## src/rtl/core/pgga_pkg.sv

```systemverilog
package pgga_pkg;

    localparam int GAIN_W  = 24;
    localparam int ERR_W   = 32;
    localparam int DUTY_W  = 17;
    localparam int CFG_IW  = 3;
    localparam int CFG_DW  = 48;
    localparam int DB_W    = 31;
    localparam int SMAG_W  = 22;
    localparam int SQ_W    = 63;
    localparam int LM_W    = 54;
    localparam int ACC_W   = 56;
    localparam int PROD_W  = 64;
    localparam int UC_AW   = 4;

    localparam logic [DUTY_W-1:0] DUTY_LO  = 17'd3277;
    localparam logic [DUTY_W-1:0] DUTY_HI  = 17'd62259;
    localparam logic [SMAG_W-1:0] ISUM_LIM = 22'd3276800;

    localparam logic [CFG_IW-1:0] CFG_RATE_P     = 3'd0;
    localparam logic [CFG_IW-1:0] CFG_RATE_I     = 3'd1;
    localparam logic [CFG_IW-1:0] CFG_STEP_LIMIT = 3'd2;
    localparam logic [CFG_IW-1:0] CFG_DEAD_BAND  = 3'd3;
    localparam logic [CFG_IW-1:0] CFG_LEAK_RATE  = 3'd4;
    localparam logic [CFG_IW-1:0] CFG_ANCHOR     = 3'd5;
    localparam logic [CFG_IW-1:0] CFG_P_BOUNDS   = 3'd6;
    localparam logic [CFG_IW-1:0] CFG_I_BOUNDS   = 3'd7;

    localparam logic [23:0] RST_RATE_P     = 24'd83886;
    localparam logic [23:0] RST_RATE_I     = 24'd8389;
    localparam logic [23:0] RST_STEP_LIMIT = 24'd1678;
    localparam logic [30:0] RST_DEAD_BAND  = 31'd1311;
    localparam logic [23:0] RST_LEAK_RATE  = 24'd167772;
    localparam logic [47:0] RST_ANCHOR     = 48'd3659178690216;
    localparam logic [47:0] RST_P_BOUNDS   = 48'd22517994110321;
    localparam logic [47:0] RST_I_BOUNDS   = 48'd5629494333276;
    localparam logic [23:0] RST_KP         = 24'd771752;
    localparam logic [23:0] RST_KI         = 24'd218104;

    localparam logic [UC_AW-1:0] UC_EMIT = 4'd10;

    typedef struct packed {
        logic [GAIN_W-1:0] rate_p;
        logic [GAIN_W-1:0] rate_i;
        logic [GAIN_W-1:0] step_limit;
        logic [DB_W-1:0]   dead_band;
        logic [GAIN_W-1:0] leak_rate;
        logic [GAIN_W-1:0] anchor_p;
        logic [GAIN_W-1:0] anchor_i;
        logic [GAIN_W-1:0] p_lo;
        logic [GAIN_W-1:0] p_hi;
        logic [GAIN_W-1:0] i_lo;
        logic [GAIN_W-1:0] i_hi;
    } cfg_t;

    typedef enum logic [2:0] {
        MA_EMAG,
        MA_RATE_P,
        MA_RATE_I,
        MA_DMAG_P,
        MA_DMAG_I
    } ma_sel_t;

    typedef enum logic [2:0] {
        MB_EMAG,
        MB_SMAG,
        MB_X_LO,
        MB_X_HI,
        MB_Y_LO,
        MB_Y_HI,
        MB_LEAK
    } mb_sel_t;

    typedef enum logic [1:0] {
        ACC_HOLD,
        ACC_LOAD_HI,
        ACC_ADD
    } acc_op_t;

    typedef struct packed {
        ma_sel_t          ma;
        mb_sel_t          mb;
        acc_op_t          acc;
        logic             wr_d;
        logic             wr_x;
        logic             wr_y;
        logic             wr_sp;
        logic             wr_si;
        logic             wr_lp;
        logic             wr_li;
        logic             wr_kp;
        logic             wr_ki;
        logic             emit;
        logic             jmp_sat;
        logic [UC_AW-1:0] target;
    } ucode_t;

    // Each step issues one multiply and consumes the product issued one step earlier.
    function automatic ucode_t uc_rom(input logic [UC_AW-1:0] addr);
        ucode_t w;
        w = '0;
        case (addr)
            4'd0:
            begin
                w.ma = MA_EMAG;   w.mb = MB_EMAG;
                w.wr_d = 1'b1;    w.jmp_sat = 1'b1; w.target = UC_EMIT;
            end
            4'd1:
            begin
                w.ma = MA_EMAG;   w.mb = MB_SMAG;  w.wr_x = 1'b1;
            end
            4'd2:
            begin
                w.ma = MA_RATE_P; w.mb = MB_X_LO;  w.wr_y = 1'b1;
            end
            4'd3:
            begin
                w.ma = MA_RATE_P; w.mb = MB_X_HI;  w.acc = ACC_LOAD_HI;
            end
            4'd4:
            begin
                w.ma = MA_RATE_I; w.mb = MB_Y_LO;  w.acc = ACC_ADD;
            end
            4'd5:
            begin
                w.ma = MA_RATE_I; w.mb = MB_Y_HI;  w.acc = ACC_LOAD_HI; w.wr_sp = 1'b1;
            end
            4'd6:
            begin
                w.ma = MA_DMAG_P; w.mb = MB_LEAK;  w.acc = ACC_ADD;
            end
            4'd7:
            begin
                w.ma = MA_DMAG_I; w.mb = MB_LEAK;  w.wr_si = 1'b1; w.wr_lp = 1'b1;
            end
            4'd8:
            begin
                w.wr_li = 1'b1;   w.wr_kp = 1'b1;
            end
            4'd9:
            begin
                w.wr_ki = 1'b1;
            end
            UC_EMIT:
            begin
                w.emit = 1'b1;
            end
            default:
            begin
                w = '0;
            end
        endcase
        return w;
    endfunction

endpackage

```

## src/rtl/core/pi_gain_gradient_adapter.sv

```systemverilog
// PI gain adapter: keeps Kp and Ki and adapts them once per control sample.
// Input channel in_valid/in_ready carries err_value, err_sum (Q16.16) and
// duty (Q1.16). Output channel out_valid/out_ready returns gain_p, gain_i
// (Q0.24) and adapted, one item per input item, in order.
// The configuration channel cfg_valid/cfg_ready writes register cfg_index
// with cfg_data; it is always ready and should only be used while idle.
// An item is worked by a short microprogram that shares one 32x32 multiplier
// and one gain update unit over eleven steps; the result is registered at the
// final step, and a new item is taken once the program has left that step.
// A saturated duty skips the rest of the program and returns the held gains.
// The output register lets the next item be accepted while a result waits.
// When the receiver stalls, the program waits at its final step until the
// output register is free; nothing is dropped.
// Reset loads the default register values and sets both gains to their
// anchors; no item is pending after reset.
module pi_gain_gradient_adapter (
    input  logic                        clk,
    input  logic                        rst_n,
    input  logic                        in_valid,
    output logic                        in_ready,
    input  logic [pgga_pkg::ERR_W-1:0]  err_value,
    input  logic [pgga_pkg::ERR_W-1:0]  err_sum,
    input  logic [pgga_pkg::DUTY_W-1:0] duty,
    output logic                        out_valid,
    input  logic                        out_ready,
    output logic [pgga_pkg::GAIN_W-1:0] gain_p,
    output logic [pgga_pkg::GAIN_W-1:0] gain_i,
    output logic                        adapted,
    input  logic                        cfg_valid,
    output logic                        cfg_ready,
    input  logic [pgga_pkg::CFG_IW-1:0] cfg_index,
    input  logic [pgga_pkg::CFG_DW-1:0] cfg_data
);

    logic [23:0]             rate_p_reg;
    logic [23:0]             rate_i_reg;
    logic [23:0]             step_limit_reg;
    logic [30:0]             dead_band_reg;
    logic [23:0]             leak_rate_reg;
    logic [47:0]             anchor_reg;
    logic [47:0]             p_bounds_reg;
    logic [47:0]             i_bounds_reg;

    pgga_pkg::cfg_t          cfg;
    pgga_pkg::ucode_t        ctl;
    logic                    busy;
    logic                    start;
    logic                    out_free;
    logic                    sat;
    logic [pgga_pkg::GAIN_W-1:0] kp;
    logic [pgga_pkg::GAIN_W-1:0] ki;

    logic                    out_valid_reg;
    logic [pgga_pkg::GAIN_W-1:0] gain_p_reg;
    logic [pgga_pkg::GAIN_W-1:0] gain_i_reg;
    logic                    adapted_reg;

    assign cfg_ready = 1'b1;
    assign in_ready  = !busy;
    assign start     = in_valid && !busy;
    assign out_free  = !out_valid_reg || out_ready;

    always_ff @(posedge clk or negedge rst_n)
    begin
        if (!rst_n)
        begin
            rate_p_reg     <= pgga_pkg::RST_RATE_P;
            rate_i_reg     <= pgga_pkg::RST_RATE_I;
            step_limit_reg <= pgga_pkg::RST_STEP_LIMIT;
            dead_band_reg  <= pgga_pkg::RST_DEAD_BAND;
            leak_rate_reg  <= pgga_pkg::RST_LEAK_RATE;
            anchor_reg     <= pgga_pkg::RST_ANCHOR;
            p_bounds_reg   <= pgga_pkg::RST_P_BOUNDS;
            i_bounds_reg   <= pgga_pkg::RST_I_BOUNDS;
        end
        else if (cfg_valid)
        begin
            unique case (cfg_index)
                pgga_pkg::CFG_RATE_P:     rate_p_reg     <= cfg_data[23:0];
                pgga_pkg::CFG_RATE_I:     rate_i_reg     <= cfg_data[23:0];
                pgga_pkg::CFG_STEP_LIMIT: step_limit_reg <= cfg_data[23:0];
                pgga_pkg::CFG_DEAD_BAND:  dead_band_reg  <= cfg_data[30:0];
                pgga_pkg::CFG_LEAK_RATE:  leak_rate_reg  <= cfg_data[23:0];
                pgga_pkg::CFG_ANCHOR:     anchor_reg     <= cfg_data;
                pgga_pkg::CFG_P_BOUNDS:   p_bounds_reg   <= cfg_data;
                pgga_pkg::CFG_I_BOUNDS:   i_bounds_reg   <= cfg_data;
                default:                  rate_p_reg     <= rate_p_reg;
            endcase
        end
    end

    always_comb
    begin
        cfg.rate_p     = rate_p_reg;
        cfg.rate_i     = rate_i_reg;
        cfg.step_limit = step_limit_reg;
        cfg.dead_band  = dead_band_reg;
        cfg.leak_rate  = leak_rate_reg;
        cfg.anchor_p   = anchor_reg[23:0];
        cfg.anchor_i   = anchor_reg[47:24];
        cfg.p_lo       = p_bounds_reg[23:0];
        cfg.p_hi       = p_bounds_reg[47:24];
        cfg.i_lo       = i_bounds_reg[23:0];
        cfg.i_hi       = i_bounds_reg[47:24];
    end

    pgga_seq u_seq (
        .clk      (clk),
        .rst_n    (rst_n),
        .start    (start),
        .sat      (sat),
        .out_free (out_free),
        .busy     (busy),
        .ctl      (ctl)
    );

    pgga_dp u_dp (
        .clk       (clk),
        .rst_n     (rst_n),
        .start     (start),
        .err_value (err_value),
        .err_sum   (err_sum),
        .duty      (duty),
        .cfg       (cfg),
        .ctl       (ctl),
        .sat       (sat),
        .kp        (kp),
        .ki        (ki)
    );

    always_ff @(posedge clk or negedge rst_n)
    begin
        if (!rst_n)
            out_valid_reg <= 1'b0;
        else if (ctl.emit)
            out_valid_reg <= 1'b1;
        else if (out_ready)
            out_valid_reg <= 1'b0;
    end

    always_ff @(posedge clk)
    begin
        if (ctl.emit)
        begin
            gain_p_reg  <= kp;
            gain_i_reg  <= ki;
            adapted_reg <= !sat;
        end
    end

    assign out_valid = out_valid_reg;
    assign gain_p    = gain_p_reg;
    assign gain_i    = gain_i_reg;
    assign adapted   = adapted_reg;

`ifndef NO_ASSERTIONS
    a_emit_free: assert property (@(posedge clk) disable iff (!rst_n)
        ctl.emit |-> out_free)
        else $error("Result emitted over an item still waiting at the output.");

    a_start_busy: assert property (@(posedge clk) disable iff (!rst_n)
        start |=> busy && !in_ready)
        else $error("Adapter did not go busy after accepting an item.");

    a_emit_valid: assert property (@(posedge clk) disable iff (!rst_n)
        ctl.emit |=> out_valid && !busy)
        else $error("Emitted result did not show at the output.");
`endif

endmodule

```

## src/rtl/core/pgga_seq.sv

```systemverilog
module pgga_seq (
    input  logic            clk,
    input  logic            rst_n,
    input  logic            start,
    input  logic            sat,
    input  logic            out_free,
    output logic            busy,
    output pgga_pkg::ucode_t ctl
);

    logic [pgga_pkg::UC_AW-1:0] step_reg;
    logic [pgga_pkg::UC_AW-1:0] step_next;
    logic                       busy_reg;
    logic                       busy_next;
    pgga_pkg::ucode_t           word;
    logic                       stall;

    always_comb
    begin
        word  = pgga_pkg::uc_rom(step_reg);
        stall = word.emit && !out_free;
        ctl   = (busy_reg && !stall) ? word : '0;
        step_next = step_reg;
        busy_next = busy_reg;
        priority if (start)
        begin
            busy_next = 1'b1;
            step_next = '0;
        end
        else if (busy_reg && !stall)
        begin
            priority if (word.emit)
                busy_next = 1'b0;
            else if (word.jmp_sat && sat)
                step_next = word.target;
            else
                step_next = step_reg + 1'b1;
        end
    end

    always_ff @(posedge clk or negedge rst_n)
    begin
        if (!rst_n)
        begin
            step_reg <= '0;
            busy_reg <= 1'b0;
        end
        else
        begin
            step_reg <= step_next;
            busy_reg <= busy_next;
        end
    end

    assign busy = busy_reg;

`ifndef NO_ASSERTIONS
    a_step_range: assert property (@(posedge clk) disable iff (!rst_n)
        busy_reg |-> step_reg <= pgga_pkg::UC_EMIT)
        else $error("Step counter ran past the end of the program.");

    a_stall_holds: assert property (@(posedge clk) disable iff (!rst_n)
        busy_reg && stall |=> busy_reg && $stable(step_reg))
        else $error("Sequencer moved on while the result was blocked.");
`endif

endmodule

```

## src/rtl/core/pgga_dp.sv

```systemverilog
module pgga_dp (
    input  logic                        clk,
    input  logic                        rst_n,
    input  logic                        start,
    input  logic [pgga_pkg::ERR_W-1:0]  err_value,
    input  logic [pgga_pkg::ERR_W-1:0]  err_sum,
    input  logic [pgga_pkg::DUTY_W-1:0] duty,
    input  pgga_pkg::cfg_t              cfg,
    input  pgga_pkg::ucode_t            ctl,
    output logic                        sat,
    output logic [pgga_pkg::GAIN_W-1:0] kp,
    output logic [pgga_pkg::GAIN_W-1:0] ki
);

    localparam int GW = pgga_pkg::GAIN_W;
    localparam int NW = GW + 3;

    logic [pgga_pkg::ERR_W-1:0]  emag_reg;
    logic                        eneg_reg;
    logic [pgga_pkg::SMAG_W-1:0] smag_reg;
    logic                        ineg_reg;
    logic                        sat_reg;
    logic                        act_reg;

    logic [GW-1:0]               dpm_reg;
    logic                        dpn_reg;
    logic [GW-1:0]               dim_reg;
    logic                        din_reg;

    logic [pgga_pkg::SQ_W-1:0]   x_reg;
    logic [pgga_pkg::LM_W-1:0]   y_reg;
    logic [pgga_pkg::PROD_W-1:0] prod_reg;
    logic [pgga_pkg::ACC_W-1:0]  acc_reg;
    logic [GW-1:0]               sp_reg;
    logic [GW-1:0]               si_reg;
    logic [GW-1:0]               lp_reg;
    logic [GW-1:0]               li_reg;
    logic [GW-1:0]               kp_reg;
    logic [GW-1:0]               ki_reg;

    logic [pgga_pkg::ERR_W-1:0]  e_abs;
    logic [pgga_pkg::ERR_W-1:0]  s_abs;
    logic [pgga_pkg::SMAG_W-1:0] s_clip;
    logic [pgga_pkg::ERR_W-1:0]  op_a;
    logic [pgga_pkg::ERR_W-1:0]  op_b;
    logic [GW-1:0]               acc_clip;

    logic [GW-1:0]               u_g;
    logic [GW-1:0]               u_smag;
    logic                        u_sneg;
    logic [GW-1:0]               u_lmag;
    logic                        u_lneg;
    logic [GW-1:0]               u_lo;
    logic [GW-1:0]               u_hi;
    logic signed [NW-1:0]        u_step;
    logic signed [NW-1:0]        u_leak;
    logic signed [NW-1:0]        u_sum;
    logic [GW-1:0]               u_res;

    always_comb
    begin
        e_abs  = err_value[pgga_pkg::ERR_W-1] ? (~err_value + 1'b1) : err_value;
        s_abs  = err_sum[pgga_pkg::ERR_W-1] ? (~err_sum + 1'b1) : err_sum;
        s_clip = (s_abs > {10'd0, pgga_pkg::ISUM_LIM}) ? pgga_pkg::ISUM_LIM
                                                       : s_abs[pgga_pkg::SMAG_W-1:0];
    end

    always_ff @(posedge clk)
    begin
        if (start)
        begin
            emag_reg <= e_abs;
            eneg_reg <= err_value[pgga_pkg::ERR_W-1];
            smag_reg <= s_clip;
            ineg_reg <= err_value[pgga_pkg::ERR_W-1] ^ err_sum[pgga_pkg::ERR_W-1];
            sat_reg  <= (duty < pgga_pkg::DUTY_LO) || (duty > pgga_pkg::DUTY_HI);
            act_reg  <= e_abs >= {1'b0, cfg.dead_band};
        end
    end

    always_comb
    begin
        unique case (ctl.ma)
            pgga_pkg::MA_EMAG:   op_a = emag_reg;
            pgga_pkg::MA_RATE_P: op_a = {8'd0, cfg.rate_p};
            pgga_pkg::MA_RATE_I: op_a = {8'd0, cfg.rate_i};
            pgga_pkg::MA_DMAG_P: op_a = {8'd0, dpm_reg};
            pgga_pkg::MA_DMAG_I: op_a = {8'd0, dim_reg};
            default:             op_a = '0;
        endcase
        unique case (ctl.mb)
            pgga_pkg::MB_EMAG:   op_b = emag_reg;
            pgga_pkg::MB_SMAG:   op_b = {10'd0, smag_reg};
            pgga_pkg::MB_X_LO:   op_b = x_reg[31:0];
            pgga_pkg::MB_X_HI:   op_b = {1'b0, x_reg[62:32]};
            pgga_pkg::MB_Y_LO:   op_b = y_reg[31:0];
            pgga_pkg::MB_Y_HI:   op_b = {10'd0, y_reg[53:32]};
            pgga_pkg::MB_LEAK:   op_b = {8'd0, cfg.leak_rate};
            default:             op_b = '0;
        endcase
        acc_clip = (acc_reg > {32'd0, cfg.step_limit}) ? cfg.step_limit : acc_reg[GW-1:0];
    end

    always_ff @(posedge clk)
    begin
        prod_reg <= op_a * op_b;
        unique case (ctl.acc)
            pgga_pkg::ACC_LOAD_HI: acc_reg <= {24'd0, prod_reg[63:32]};
            pgga_pkg::ACC_ADD:     acc_reg <= acc_reg + prod_reg[pgga_pkg::ACC_W-1:0];
            default:               acc_reg <= acc_reg;
        endcase
        if (ctl.wr_x)
            x_reg <= prod_reg[pgga_pkg::SQ_W-1:0];
        if (ctl.wr_y)
            y_reg <= prod_reg[pgga_pkg::LM_W-1:0];
        if (ctl.wr_sp)
            sp_reg <= acc_clip;
        if (ctl.wr_si)
            si_reg <= acc_clip;
        if (ctl.wr_lp)
            lp_reg <= prod_reg[2*GW-1:GW];
        if (ctl.wr_li)
            li_reg <= prod_reg[2*GW-1:GW];
        if (ctl.wr_d)
        begin
            dpn_reg <= kp_reg < cfg.anchor_p;
            dpm_reg <= (kp_reg < cfg.anchor_p) ? (cfg.anchor_p - kp_reg)
                                               : (kp_reg - cfg.anchor_p);
            din_reg <= ki_reg < cfg.anchor_i;
            dim_reg <= (ki_reg < cfg.anchor_i) ? (cfg.anchor_i - ki_reg)
                                               : (ki_reg - cfg.anchor_i);
        end
    end

    // One gain update unit serves Kp and Ki in turn.
    always_comb
    begin
        u_g    = ctl.wr_ki ? ki_reg   : kp_reg;
        u_smag = ctl.wr_ki ? si_reg   : sp_reg;
        u_sneg = ctl.wr_ki ? ineg_reg : eneg_reg;
        u_lmag = ctl.wr_ki ? li_reg   : lp_reg;
        u_lneg = ctl.wr_ki ? din_reg  : dpn_reg;
        u_lo   = ctl.wr_ki ? cfg.i_lo : cfg.p_lo;
        u_hi   = ctl.wr_ki ? cfg.i_hi : cfg.p_hi;
        u_step = act_reg ? $signed({3'd0, u_smag}) : '0;
        if (u_sneg)
            u_step = -u_step;
        u_leak = $signed({3'd0, u_lmag});
        if (u_lneg)
            u_leak = -u_leak;
        u_sum = $signed({3'd0, u_g}) + u_step - u_leak;
        if (u_sum < $signed({3'd0, u_lo}))
            u_sum = $signed({3'd0, u_lo});
        if (u_sum > $signed({3'd0, u_hi}))
            u_sum = $signed({3'd0, u_hi});
        u_res = u_sum[GW-1:0];
    end

    always_ff @(posedge clk or negedge rst_n)
    begin
        if (!rst_n)
        begin
            kp_reg <= pgga_pkg::RST_KP;
            ki_reg <= pgga_pkg::RST_KI;
        end
        else
        begin
            if (ctl.wr_kp)
                kp_reg <= u_res;
            if (ctl.wr_ki)
                ki_reg <= u_res;
        end
    end

    assign sat = sat_reg;
    assign kp  = kp_reg;
    assign ki  = ki_reg;

`ifndef NO_ASSERTIONS
    a_one_update: assert property (@(posedge clk) disable iff (!rst_n)
        !(ctl.wr_kp && ctl.wr_ki))
        else $error("Both gains were written through the shared update unit.");
`endif

endmodule
```

## config.mk

```make
export PLATFORM = sky130hd
export DESIGN_NAME = pi_gain_gradient_adapter
export DESIGN_NICKNAME = d
export VERILOG_FILES = /design/src/rtl/core/pgga_pkg.sv /design/src/rtl/core/pi_gain_gradient_adapter.sv /design/src/rtl/core/pgga_seq.sv /design/src/rtl/core/pgga_dp.sv
export SDC_FILE = /design/constraint.sdc
export NUM_CORES = 2
export LEC_CHECK = 0
export BUFFER_PORTS_ARGS = -buffer_cell sky130_fd_sc_hd__buf_2
export CORE_UTILIZATION = 55
export CTS_CLUSTER_DIAMETER = 200
export CTS_CLUSTER_SIZE = 40
export DETAILED_ROUTE_END_ITERATION = 8
export PLACE_DENSITY = 0.71
export SYNTH_ARGS = -nofsm -noshare
export SYNTH_HDL_FRONTEND = slang
export SYNTH_HIERARCHICAL = 1
export SYNTH_SLANG_ARGS = --single-unit
```

## constraint.sdc

```tcl
create_clock -name clk -period 14.25 [get_ports clk]
set_clock_uncertainty 0.2 [all_clocks]
set_input_delay 4.275 -clock clk [delete_from_list [all_inputs] [get_ports clk]]
set_output_delay 4.275 -clock clk [all_outputs]
set_load 0.05 [all_outputs]
```

======== Yosys cells after proc, flatten, opt, wreduce, memory -nomap -nowiden ========
Index checks and enable logic that the tools add are counted.
word-level totals
  bits in registers ....................... 815
  bits in latches ......................... 0
  RAM bits ................................ 0
  ROM bits ................................ 0
  output and inout port bits .............. 52
  logic and storage cells ................. 161
  memories ................................ 0
cells by class
  $add $sub $neg .......................... 12
  multiply operators ...................... 1
  divide/modulo/power cells ............... 0
  magnitude comparators ................... 9
  eq/ne operators ......................... 30
  shift-type cells ........................ 0
  multiplexer cells ....................... 41
  bitwise logic cells ..................... 3
  reductions and logical operators ........ 31
operators with widths
  cell                                                             number
  two-way mux 24 bit                                               10
  case mux 32 bit (7 select lines)                                 1
  case mux 32 bit (5 select lines)                                 1
  case mux 56 bit (2 select lines)                                 1
  subtractor 24 bit                                                4
  two-way mux 27 bit                                               3
  adder 32 x 1 -> 32 bit, second input constant                    2
  multiplier 32 x 32 -> 64 bit                                     1
  two-way mux 32 bit                                               2
  inverter 32 bit                                                  2
  adder 56 bit                                                     1
  greater-than comparator 56 x 24 -> 1 bit                         1
  < comparator 24 bit                                              2
  case mux 6 bit (7 select lines)                                  1
  >= comparator 32 x 31 -> 1 bit                                   1
  greater-than comparator 32 x 22 -> 1 bit, second input constant  1
  adder 25 x 27 -> 27 bit                                          1
  greater-than comparator 27 x 25 -> 1 bit                         1
  < comparator 27 x 25 -> 1 bit                                    1
  negator 24 -> 27 bit                                             1
  negator 27 bit                                                   1
  subtractor 27 bit                                                1
  == test 3 bit, second input constant                             8
  two-way mux 23 bit                                               1
  other kinds (26)                                                 78

======== Longest topological paths before layout ========
  word-level depth ........................ 17
  depth in mapped cells ................... 59

======== Modules after synthesis ========
The synthesis kept the hierarchy.
by module, submodules not included
  module                    instances  cells each  area each (sq um)  seq. area each (sq um)
  pgga_dp                   1          7267        67265.8            13829.5
  pi_gain_gradient_adapter  1          636         11770.0            8404.3
  pgga_seq                  1          69          528.0              125.1

======== Worst setup path before layout ========
No wires, ideal clock.
  path kind ............................... input port to flip-flop
  start point ............................. input out_ready
  end point ............................... register u_dp.kp_reg[22], in the netlist u_dp/kp[22]
  data arrival time ....................... 14969 ps
  path slack .............................. -1049 ps
  stages .................................. 57
  path buffers ............................ 13
  path through ............................ nand2b_1 -> nor2b_1 -> nor4b_2 -> and2_1 -> buf_2 -> buf_6 -> buf_2 -> buf_2 -> buf_2 -> buf_2 -> buf_2 -> buf_1 -> mux2_2 -> nand2_1 -> ha_1 -> a21boi_0 -> nor3b_1 -> and4_1 -> [21 not listed] -> ha_1 -> clkbuf_1 -> inv_2 -> clkbuf_1 -> mux2i_1 -> ha_1 -> nand4_1 -> or2_2 -> nor2_1 -> o21ai_0 -> a31oi_1 -> o221ai_1 -> a21oi_1 -> buf_2 -> buf_2 -> nand2_1 -> o211ai_1 -> o21ai_0
RTL lines
  item                  RTL line                        RTL
  from (decl)           pi_gain_gradient_adapter.sv:25  input logic out_ready,
  to (signal assigned)  pgga_dp.sv:163                  kp_reg <= pgga_pkg::RST_KP;
  to (signal assigned)  pgga_dp.sv:169                  kp_reg <= u_res;
  to (decl)             pgga_dp.sv:38                   logic [GW-1:0] kp_reg;

==> summary.txt <==
STA
  • RSZ-0062 raised after global routing: no
  • Fin. Hold Viols: 0
  • Max-slew violation count: 0
  • Worst slew pin tran: 1.45 ns
  • Setup TNS Final: 0 ns
  • Final Cycle Share: 95.2%
  • Max Clock Freq: 73.7 MHz
  • Fin crit period: 13.57 ns
  • Final setup violating endpoints: 0
  • Max_slew headroom: 3.43%

Route
  • Drt pass-1 iters: 6
  • Highest routed metal layer: met5
  • Vias per cell: 6.18
  • Met2 WL: 114 mm
  • Via count: 61,600
  • Routed met3 length: 34.8 mm
  • Drt wl/cell: 27.2 um
  • Drt initial violations: 7,617
  • DRT Wirelength: 271 mm
  • Residual DRC count: 0
  • Met1 WL: 110 mm
  • DRT antenna net count: 0

Hold path
  • Hold path endpoint: u_dp/x_reg[60]
  • Worst hold path cell count: 0
  • Worst hold path type: flip-flop to flip-flop
  • Hold Path Origin: u_dp/prod_reg[60]

Cells and area
  • Filler cell count: 12,200
  • Max reg flops: 64
  • Layout Utilization: 58.7%
  • Most frequent cells in the layout: inv_1, nand2_1, fa_1
  • Layout net count: 9,636
  • Most common cell after layout, fill and taps aside: inv_1
  • Sequential cell area: 22,400 um^2
  • Multi-input logic area: 51,500 um^2
  • Area growth syn-to-layout: 5.92%
  • Layout cell share with drive strength beyond 1: 13.3%

Clock network
  • Hold buffers post-CTS: 0
  • # Post-CTS Setup Buffers: 0
  • CTS resizes: 0
  • Total CTS buffers: 24
  • CTS HTree Levels: 1
  • CTS tree: built
  • Clk slew on worst S/H paths: 0.15 ns
  • Root Buffer: clkbuf_16
  • Clk_lat worst skew: 0.71 ns
  • CTS Sinks: 815
  • Bufs on Longest Clock Path: 3

Global routing
  • First-pass GRT wire length: 399 mm
  • Vias in the first global route: 60,500
  • GRT Resource Usage Total: 37.2%
  • Number of antenna violations at the first check in global routing: 51
  • Grt total ovfl: 0
  • Largest net degree at the start of global routing: 115

Logic synthesis
  • Avg Inst Size Synth: 9.98 um^2
  • Syn Nets: 9,582
  • Post-Syn Instances: 7,967
  • Total number of yosys warnings: 6
  • Synth Cell Area: 79,500 um^2

Critical path
  • Worst endpoint required time: 14.64 ns
  • CP arrival: 13.96 ns
  • Critical R2R Launch: u_seq/step_reg[0]
  • CP Capture Type: flip-flop
  • Flop2flop setup slack: 1.42 ns
  • Setup CP Type: primary input to flip-flop
  • R2R Path End: u_dp/prod_reg[63]
  • Reg2reg path depth: 32
  • Crit path top cell by count: o21ai_0
  • Worst path slowest cell: fa_1
  • Crit-path max FO: 37
  • Startpoint Class: primary input
  • Slowest cell delay on critical path: 0.49 ns

Place
  • RD Place Congestion: 1.01
  • DP HPWL: 215 mm
  • Port Buffers: 187

Floorplan
  • Die area: 146,000 um^2
  • Die width: 382 um
  • FP Rows: 139
  • Initial Util: 55.4%
  • Die Span Y: 382 um
  • Ports: 189
  • Core Region: 143,000 um^2

Flow run
  • MaxCap Viol Count: 0

Status
  • Status: completed
==> per-stage QoR <==
| step | hold WS [ns] | worst slack, ns | std cells | instance area (um^2) |
|---|---|---|---|---|
| floorplan | 0.204 | 0.0246 | 7967 | 79600 |
| global route | 0.279 | 0.0218 | 9947 | 84200 |
| global placement | 0.227 | 0.333 | 9898 | 83500 |
| finish | 0.260 | 0.680 | 9966 | 84200 |
| detailed placement | 0.244 | 0.0947 | 9898 | 83500 |
| CTS | 0.278 | 0.756 | 9942 | 84200 |
==> metal layers <==
layer | global-route usage [%] | vias up
met4 | 13.5 | 16
li1 | - | 26400
met5 | 0 | -
met1 | 53.3 | 31100
met2 | 54.0 | 3551
met3 | 10.1 | 560
==> layout make-up <==
class | count | share of cell area [%]
Inverter | 1190 | 5.30
Clock inverter | 3 | 0.0535
Timing Repair Buffer | 417 | 3.28
Antenna cell | 24 | 0.0713
Sequential cell | 815 | 26.5
Clock buffer | 41 | 0.789
Multi-Input combinational cell | 5573 | 61.1
Tap cell | 1903 | 2.83
==> worst max-delay path, delay by kind of cell <==
kind / cells / cell delay (ns)
AOI/OAI and AO/OA: 16 / 3.06
adders and majority gates: 5 / 1.82
buffers and inverters: 12 / 1.77
xor gates and xnor gates: 2 / 0.42
and+or+nand+nor: 15 / 2.61
==> worst max-delay path by stage <==
stage | to | start | depth (start not counted)
after floorplan | u_dp/kp[22] | out_ready | 57
after global placement | u_dp/kp[16] | out_ready | 43
after detailed placement | u_dp/kp[16] | out_ready | 50
after CTS | u_dp/kp[16] | out_ready | 50
after global routing | u_dp/kp[17] | out_ready | 50
final | u_dp/kp[16] | out_ready | 50
Power is not shown: default switching activity piles up to over one toggle a cycle in this logic, so the estimate is an artifact.
